`src/rtl/core/growing_window_mean_subtraction_assert.svh`:
```
// ----------------------------------------------------------------------------
// growing window mean subtraction assertion macros
// shorthand for the concurrent checks at the end of the top level
// ----------------------------------------------------------------------------
`ifndef GROWING_WINDOW_MEAN_SUBTRACTION_ASSERT_SVH
`define GROWING_WINDOW_MEAN_SUBTRACTION_ASSERT_SVH

`ifndef NO_ASSERTIONS

// same-cycle implication
`define GWMS_ASSERT_IMPLIES(label, pre, post) \
	label: assert property (@(posedge clk) disable iff (!arst_n) (pre) |-> (post)) \
		else $error("gwms same-cycle check failed");

// next-cycle implication
`define GWMS_ASSERT_NEXT(label, pre, post) \
	label: assert property (@(posedge clk) disable iff (!arst_n) (pre) |=> (post)) \
		else $error("gwms next-cycle check failed");

`else

`define GWMS_ASSERT_IMPLIES(label, pre, post)
`define GWMS_ASSERT_NEXT(label, pre, post)

`endif

`endif

```
`src/rtl/core/gwms_pkg.sv`:
```
// ----------------------------------------------------------------------------
// gwms_pkg
// shared widths, register map and divider interface types
// ----------------------------------------------------------------------------
package gwms_pkg;

	localparam int MAX_FEATURES = 64;
	localparam int POS_W        = $clog2(MAX_FEATURES);
	localparam int LEN_W        = 7;
	localparam int FEAT_W       = 16;
	localparam int NORM_W       = 17;
	localparam int MEAN_W       = 24;
	localparam int CNT_W        = 16;
	localparam int RECIP_W      = 17;
	localparam int PADDR_W      = 2;
	localparam int PDATA_W      = 32;

	localparam logic [LEN_W-1:0]   FRAME_LENGTH_RESET = 7'd13;
	localparam logic [PADDR_W-1:0] ADDR_FRAME_LENGTH  = 2'd0;

	typedef struct packed {
		logic             start;
		logic [CNT_W-1:0] count;
	} div_req_t;

	typedef struct packed {
		logic               done;
		logic [RECIP_W-1:0] quotient;
	} div_rsp_t;

endpackage

```
`src/rtl/core/gwms_recip_div.sv`:
```
// ----------------------------------------------------------------------------
// gwms_recip_div
// restoring divider forming round(65536 / count), one quotient bit a cycle
// ----------------------------------------------------------------------------
module gwms_recip_div (
	input  logic              clk,
	input  logic              arst_n,
	input  gwms_pkg::div_req_t req,
	output gwms_pkg::div_rsp_t rsp
);
	import gwms_pkg::*;

	localparam int STEP_W = $clog2(RECIP_W);
	localparam logic [STEP_W-1:0] LAST_STEP = STEP_W'(RECIP_W - 1);

	logic                busy_q;
	logic                done_q;
	logic [STEP_W-1:0]   step_q;
	logic [RECIP_W-1:0]  dividend_q;
	logic [RECIP_W-1:0]  rem_q;
	logic [RECIP_W-1:0]  quo_q;
	logic [CNT_W-1:0]    divisor_q;
	logic [RECIP_W-1:0]  trial;
	logic                fits;

	// remainder stays below the divisor, so the shifted value fits
	assign trial = {rem_q[RECIP_W-2:0], dividend_q[RECIP_W-1]};
	assign fits  = (trial >= {1'b0, divisor_q});

	always_ff @(posedge clk or negedge arst_n) begin
		if (!arst_n) begin
			busy_q     <= 1'b0;
			done_q     <= 1'b0;
			step_q     <= '0;
			dividend_q <= '0;
			rem_q      <= '0;
			quo_q      <= '0;
			divisor_q  <= '0;
		end else begin
			done_q <= 1'b0;
			if (req.start) begin
				busy_q     <= 1'b1;
				step_q     <= '0;
				rem_q      <= '0;
				divisor_q  <= req.count;
				// 65536 + count/2 gives round-half-up
				dividend_q <= {1'b1, {(RECIP_W-1){1'b0}}} + {2'b00, req.count[CNT_W-1:1]};
			end else if (busy_q) begin
				dividend_q <= {dividend_q[RECIP_W-2:0], 1'b0};
				rem_q      <= fits ? (trial - {1'b0, divisor_q}) : trial;
				quo_q      <= {quo_q[RECIP_W-2:0], fits};
				step_q     <= step_q + 1'b1;
				if (step_q == LAST_STEP) begin
					busy_q <= 1'b0;
					done_q <= 1'b1;
				end
			end
		end
	end

	assign rsp.done     = done_q;
	assign rsp.quotient = quo_q;

endmodule

```
`src/rtl/core/growing_window_mean_subtraction.sv`:
```
// ----------------------------------------------------------------------------
// growing_window_mean_subtraction
// per-position running mean over feature frames, subtracted from each element
// ----------------------------------------------------------------------------
// One word is worked at a time. For an element at a frame position other than
// the first, the mean memory is read at acceptance, the product is registered,
// then the update writes back and loads the output register. The first element
// of a frame also forms the frame's reciprocal in a restoring divider, one bit
// a cycle for its 17 quotient bits, and the quotient is registered before the
// product step. The next word is taken as soon as the result sits in the
// output register, even while that register is stalled; a stalled output
// holds the block in its update step. The 64-entry mean memory needs no
// clearing pass: a valid bit per entry, cleared at reset, makes unwritten
// entries read as zero.
module growing_window_mean_subtraction (
	input  logic                              clk,
	input  logic                              arst_n,
	input  logic                              psel,
	input  logic                              penable,
	input  logic                              pwrite,
	input  logic [gwms_pkg::PADDR_W-1:0]      paddr,
	input  logic [gwms_pkg::PDATA_W-1:0]      pwdata,
	output logic [gwms_pkg::PDATA_W-1:0]      prdata,
	output logic                              pready,
	input  logic                              in_valid,
	output logic                              in_stall,
	input  logic signed [gwms_pkg::FEAT_W-1:0] feature_value,
	output logic                              out_valid,
	input  logic                              out_stall,
	output logic signed [gwms_pkg::NORM_W-1:0] normalized_value,
	output logic                              last_of_frame
);
	import gwms_pkg::*;

	typedef enum logic [1:0] {
		S_IDLE,
		S_DIV,
		S_MUL,
		S_UPD
	} state_t;

	localparam logic [LEN_W-1:0] MAX_LEN = LEN_W'(MAX_FEATURES);

	state_t                    state_q;
	logic [LEN_W-1:0]          frame_length_q;
	logic [CNT_W-1:0]          frames_seen_q;
	logic [POS_W-1:0]          pos_q;
	logic [RECIP_W-1:0]        recip_q;
	logic signed [FEAT_W-1:0]  x_q;
	logic                      out_valid_q;
	logic signed [NORM_W-1:0]  norm_q;
	logic                      last_q;
	logic [MAX_FEATURES-1:0]   valid_q;

	logic [MEAN_W-1:0]         mean_mem [MAX_FEATURES];
	logic [MEAN_W-1:0]         mean_raw_s1;
	logic                      mean_hit_s1;
	logic signed [42:0]        prod_s2;

	logic                      accept;
	logic                      cfg_write;
	logic [LEN_W-1:0]          eff_len;
	logic                      last;
	logic [CNT_W-1:0]          frames_next;
	logic                      out_free;
	logic                      commit;
	div_req_t                  div_req;
	div_rsp_t                  div_rsp;

	logic signed [MEAN_W-1:0]  mean_old;
	logic signed [MEAN_W-1:0]  x_scaled;
	logic signed [MEAN_W:0]    diff;
	logic signed [42:0]        prod;
	logic signed [42:0]        prod_rnd;
	logic signed [26:0]        delta;
	logic signed [27:0]        mean_sum;
	logic signed [MEAN_W-1:0]  mean_new;
	logic signed [MEAN_W:0]    mean_rnd;
	logic signed [NORM_W-1:0]  rmean;
	logic signed [NORM_W:0]    result;

	// configuration port
	assign pready    = 1'b1;
	assign cfg_write = psel && penable && pwrite && pready;
	assign prdata    = (paddr == ADDR_FRAME_LENGTH) ?
		{{(PDATA_W-LEN_W){1'b0}}, frame_length_q} : '0;

	always_comb begin
		if (frame_length_q == '0)
			eff_len = LEN_W'(1);
		else if (frame_length_q > MAX_LEN)
			eff_len = MAX_LEN;
		else
			eff_len = frame_length_q;
	end

	assign last        = (({1'b0, pos_q} + 1'b1) >= eff_len);
	assign in_stall    = (state_q != S_IDLE);
	assign accept      = in_valid && !in_stall;
	assign frames_next = (frames_seen_q == '1) ? frames_seen_q : frames_seen_q + 1'b1;
	assign out_free    = !out_valid_q || !out_stall;
	assign commit      = (state_q == S_UPD) && out_free;

	assign div_req.start = accept && (pos_q == '0);
	assign div_req.count = frames_next;

	gwms_recip_div u_div (
		.clk    (clk),
		.arst_n (arst_n),
		.req    (div_req),
		.rsp    (div_rsp)
	);

	// datapath
	assign mean_old = mean_hit_s1 ? mean_raw_s1 : '0;
	assign x_scaled = {x_q, 8'h00};
	assign diff     = {x_scaled[MEAN_W-1], x_scaled} - {mean_old[MEAN_W-1], mean_old};
	assign prod     = diff * $signed({1'b0, recip_q});
	assign prod_rnd = prod_s2 + 43'sd32768;
	assign delta    = prod_rnd[42:16];
	assign mean_sum = {{4{mean_old[MEAN_W-1]}}, mean_old} + {delta[26], delta};

	always_comb begin
		if (mean_sum > 28'sd8388607)
			mean_new = 24'h7FFFFF;
		else if (mean_sum < -28'sd8388608)
			mean_new = 24'h800000;
		else
			mean_new = mean_sum[MEAN_W-1:0];
	end

	assign mean_rnd = {mean_new[MEAN_W-1], mean_new} + 25'sd128;
	assign rmean    = mean_rnd[MEAN_W:8];
	assign result   = {{2{x_q[FEAT_W-1]}}, x_q} - {rmean[NORM_W-1], rmean};

	// mean memory, read on accept, written on commit
	always_ff @(posedge clk) begin
		if (accept)
			mean_raw_s1 <= mean_mem[pos_q];
		if (commit)
			mean_mem[pos_q] <= mean_new;
	end

	always_ff @(posedge clk or negedge arst_n) begin
		if (!arst_n) begin
			state_q        <= S_IDLE;
			frame_length_q <= FRAME_LENGTH_RESET;
			frames_seen_q  <= '0;
			pos_q          <= '0;
			recip_q        <= '0;
			x_q            <= '0;
			mean_hit_s1    <= 1'b0;
			prod_s2        <= '0;
			valid_q        <= '0;
			out_valid_q    <= 1'b0;
			norm_q         <= '0;
			last_q         <= 1'b0;
		end else begin
			if (cfg_write && paddr == ADDR_FRAME_LENGTH)
				frame_length_q <= pwdata[LEN_W-1:0];
			if (commit)
				out_valid_q <= 1'b1;
			else if (!out_stall)
				out_valid_q <= 1'b0;
			case (state_q)
				S_IDLE: begin
					if (accept) begin
						x_q         <= feature_value;
						mean_hit_s1 <= valid_q[pos_q];
						if (pos_q == '0) begin
							frames_seen_q <= frames_next;
							state_q       <= S_DIV;
						end else begin
							state_q <= S_MUL;
						end
					end
				end
				S_DIV: begin
					if (div_rsp.done) begin
						recip_q <= div_rsp.quotient;
						state_q <= S_MUL;
					end
				end
				S_MUL: begin
					prod_s2 <= prod;
					state_q <= S_UPD;
				end
				S_UPD: begin
					// hold here while the previous word is still stalled
					if (out_free) begin
						valid_q[pos_q] <= 1'b1;
						norm_q         <= result[NORM_W-1:0];
						last_q         <= last;
						pos_q          <= last ? '0 : pos_q + 1'b1;
						state_q        <= S_IDLE;
					end
				end
				default: begin
					state_q <= S_IDLE;
				end
			endcase
		end
	end

	assign out_valid        = out_valid_q;
	assign normalized_value = norm_q;
	assign last_of_frame    = last_q;

`include "growing_window_mean_subtraction_assert.svh"

	`GWMS_ASSERT_NEXT(a_first_elem_divides, accept && pos_q == '0, state_q == S_DIV)
	`GWMS_ASSERT_IMPLIES(a_div_done_only_in_div, div_rsp.done, state_q == S_DIV)
	`GWMS_ASSERT_IMPLIES(a_recip_formed, state_q == S_MUL, recip_q != '0 && frames_seen_q != '0)
	`GWMS_ASSERT_NEXT(a_commit_loads_out, commit, out_valid_q && state_q == S_IDLE)

endmodule
```
`config.mk`:
```
export PLATFORM = sky130hd
export DESIGN_NAME = growing_window_mean_subtraction
export DESIGN_NICKNAME = d
export VERILOG_FILES = /design/src/rtl/core/gwms_pkg.sv /design/src/rtl/core/gwms_recip_div.sv /design/src/rtl/core/growing_window_mean_subtraction.sv
export VERILOG_INCLUDE_DIRS = /design/src /design/src/rtl/core
export SDC_FILE = /design/constraint.sdc
export NUM_CORES = 2
export LEC_CHECK = 0
export BUFFER_PORTS_ARGS = -buffer_cell sky130_fd_sc_hd__buf_2
export CELL_PAD_IN_SITES_DETAIL_PLACEMENT = 1
export CELL_PAD_IN_SITES_GLOBAL_PLACEMENT = 2
export CORE_ASPECT_RATIO = 0.7
export CORE_MARGIN = 2
export CORE_UTILIZATION = 50
export DETAILED_ROUTE_END_ITERATION = 8
export PLACE_DENSITY_LB_ADDON = 0.1
export SYNTH_ARGS = -nofsm -noshare
export SYNTH_HDL_FRONTEND = slang
export SYNTH_SLANG_ARGS = --single-unit
export TNS_END_PERCENT = 30
```
`constraint.sdc`:
```
create_clock -name clk -period 23.5 [get_ports clk]
set_clock_uncertainty 0.1 [all_clocks]
set_input_delay 1.175 -clock clk [delete_from_list [all_inputs] [get_ports clk]]
set_output_delay 1.175 -clock clk [all_outputs]
set_load 0.05 [all_outputs]
```
==> results.md <==
- Congestion Overflow GR: 0
- Placed insts: 8416
- Port bufs: 58
- Critical-path top delay cell: a2111oi_2
- CP Class: reg2reg
- Clk sinks: 1809
- Routed WL: 270000 um
- Antenna-violating nets left: 0
- # rows: 127
- Period Utilization, post-route: 50.3%
- Synthesized area per cell: 13.9 um^2
- Initial antenna violation count: 15
- TritonCTS clock tree: built
- Slew @ Worst Pin: 1.37 ns
- Count of cell types in the netlist: 84
- Detailed-placement wirelength estimate: 171000 um
- Post-synthesis register bit count: 1809
- Max Transition Viols Final: 0
- DRT iter0 DRCs: 6282
- First-pass GRT wire length: 395000 um
- Vias in the first global route: 57200
- Largest area contributor in the netlist: edfxtp_1
- Pin count of the biggest net entering global routing: 95
- Worst EP required: 24.11 ns
- Post-layout util: 55.8%
- Crit path DAT: 12.44 ns
- Root buf cell: clkbuf_16
- Die width: 501 um
- Final setup vio count: 0
- Crit path buf inv count: 7
- Mapped cell area: 86400 um^2
- Synth top area share: 54.2%
- Max incr delay on CP: 1.00 ns
- Die span in y: 352 um
- Total core area: 171000 um^2
- Boundary Pins: 110
- H-tree depth: 4
- Fmax: 0.0845 GHz
- WL/cell: 30.9 um
- Most frequent cells in the layout: edfxtp_1, a22oi_1, inv_1
- Synth warn: 0
- Area grow syn2layout: 10.7%
- Final nets: 7000
- RSZ-0062 raised after global routing: no
- Cell family with most CP delay: compound AO/OA/AOI/OAI gates
- Drt via density: 6.34
- Synth Instances: 6229
- Worst skew pair latency: 0.79 ns
- Setup TNS Final: 0 ns
- Initial Util: 50.4%
- Critical path endpoint category: register
- Total Routing Usage GR: 30.8%
- Most common cell after layout, fill and taps aside: edfxtp_1
- Cells on worst reg2reg path: 33
- Min Tclk post-route: 11.83 ns
- Max FO, Critical Path: 42
- Seq/Total Area, Yosys: 61.4%
- Worst-case clock buffer depth: 3
- Reg clk slew, reported paths: 0.06 ns
- Number of buffers inserted by hold repair at cts: 0
- Top post-synthesis cells by area: edfxtp_1, fa_1, dfrtp_1
- Number of buffers added for setup after CTS: 0
- Resize count post-CTS: 0
- Finished Layout Cells: 8720
- Max-Cap Viols: 0
- Fin. Hold Viols: 0
- Asr flop ratio synth: 13.8%
- CTS buffer count: 167
- Worst hold path class: in2async
- Share of layout cells above drive strength 1: 12.1%
- Critical Path Stages: 33
- Die area: 176000 um^2
- Placer Congestion: 0.858
- Pre-antenna DRT Iters: 5
- Slew headroom: 7.37%
- Routed vias: 55300
- Crit path launch type: register
- Dominant synthesized flop cell: edfxtp_1
- # DRC: 0
- Status: finished clean
- EDFF count, synth: 1560
worst paths after layout:
check | from | slack (ns) | to
worst max register to register | mean_hit_s1$_DFFE_PN0P_ | 11.67 | prod_s2[42]$_DFFE_PN0P_
max in group asynchronous | arst_n | 20.94 | valid_q[43]$_DFFE_PN0P_
worst min-delay path | arst_n | 0.27 | state_q[1]$_DFFE_PN0P_
worst max-delay path | mean_hit_s1$_DFFE_PN0P_ | 11.67 | prod_s2[42]$_DFFE_PN0P_
min in group clk | valid_q[53]$_DFFE_PN0P_ | 0.37 | valid_q[53]$_DFFE_PN0P_
worst min register to register | valid_q[53]$_DFFE_PN0P_ | 0.37 | valid_q[53]$_DFFE_PN0P_
per-stage QoR:
| step | setup slack (ns) | area, um^2 | hold WS [ns] |
|---|---|---|---|
| 2_1_floorplan | 13.87 | 86500 | 0.340 |
| 3_3_place_gp | 12.02 | 90200 | 0.350 |
| 3_5_place_dp | 11.84 | 90200 | 0.354 |
| 4_1_cts | 11.77 | 95600 | 0.285 |
| 5_1_grt | 11.06 | 95600 | 0.332 |
| 6_report | 11.67 | 95600 | 0.270 |
flip-flops by register name, summed over array words and instances, names as in the netlist, 2 cells and up:
name	cells
state_q	2
frames_seen_q	16
recip_q	17
valid_q	64
prod_s2	28
mean_mem	1536
x_q	16
mean_raw_s1	24
u_div.quo_q	17
frame_length_q	7
normalized_value	17
u_div.divisor_q	16
u_div.dividend_q	17
u_div.step_q	5
pos_q	6
u_div.rem_q	16
worst register-to-register path: cells and delay by family, from the launching register on:
family | cells | cell delay [ns]
flip-flops | 1 | 0.33
buffers and inverters | 7 | 1.31
AO/OA/AOI/OAI | 10 | 3.54
adder cells (fa/ha/maj) | 7 | 3.36
AND/OR/NAND/NOR | 7 | 2.13
XOR/XNOR | 2 | 1.00
layout make-up:
class                           instances  area (um^2)
Clock buffer                          235         4720
Inverter                              566         2120
Multi-Input combinational cell       3526        30300
Sequential cell                      1809        53100
Fill cell                           16400        75800
Tap cell                             2257         2820
Antenna cell                            5         12.5
Timing Repair Buffer                  258         1860
Clock inverter                         64          643
per-layer routing:
metal / global-route usage, % / part of all wire [%] / vias up
met2: 44.3 / 42 / 2528
met5: 0 / 0.020 / -
met4: 6.37 / 1.9 / 8
met1: 47.2 / 45 / 29200
met3: 8.16 / 11 / 314
li1: - / - / 23200
cell usage after synthesis, types with 12 or more instances:
cell / instances
edfxtp_1: 1560
a22oi_1: 602
inv_1: 566
nand2_1: 413
fa_1: 410
clkbuf_1: 282
dfrtp_1: 246
ha_1: 205
and2_1: 195
nor2_1: 165
a21oi_1: 151
a31oi_1: 116
xnor2_1: 105
a221oi_1: 104
a22o_1: 101
o21ai_0: 98
mux2_2: 84
nand4_1: 75
or2_2: 69
nand3_1: 65
a41oi_1: 63
xor2_1: 61
a21o_1: 54
nor3_1: 40
buf_1: 35
and3_1: 33
nor4_1: 31
buf_4: 28
mux2i_1: 28
nand2b_1: 27
nor2b_1: 26
o21bai_1: 16
a211oi_1: 15
o31ai_1: 15
or3_1: 13
o211ai_1: 12
cells by family after synthesis:
group	synth area share, %
AOI/OAI and AO/OA	12.0
adders and majority gates	12.5
muxes	1.42
other	0.00869
DFF	61.4
xor gates and xnor gates	1.68
and+or+nand+nor	6.86
buffers and inverters	4.12
Power is not shown: default switching activity piles up to over one toggle a cycle in this logic, so the estimate is an artifact.
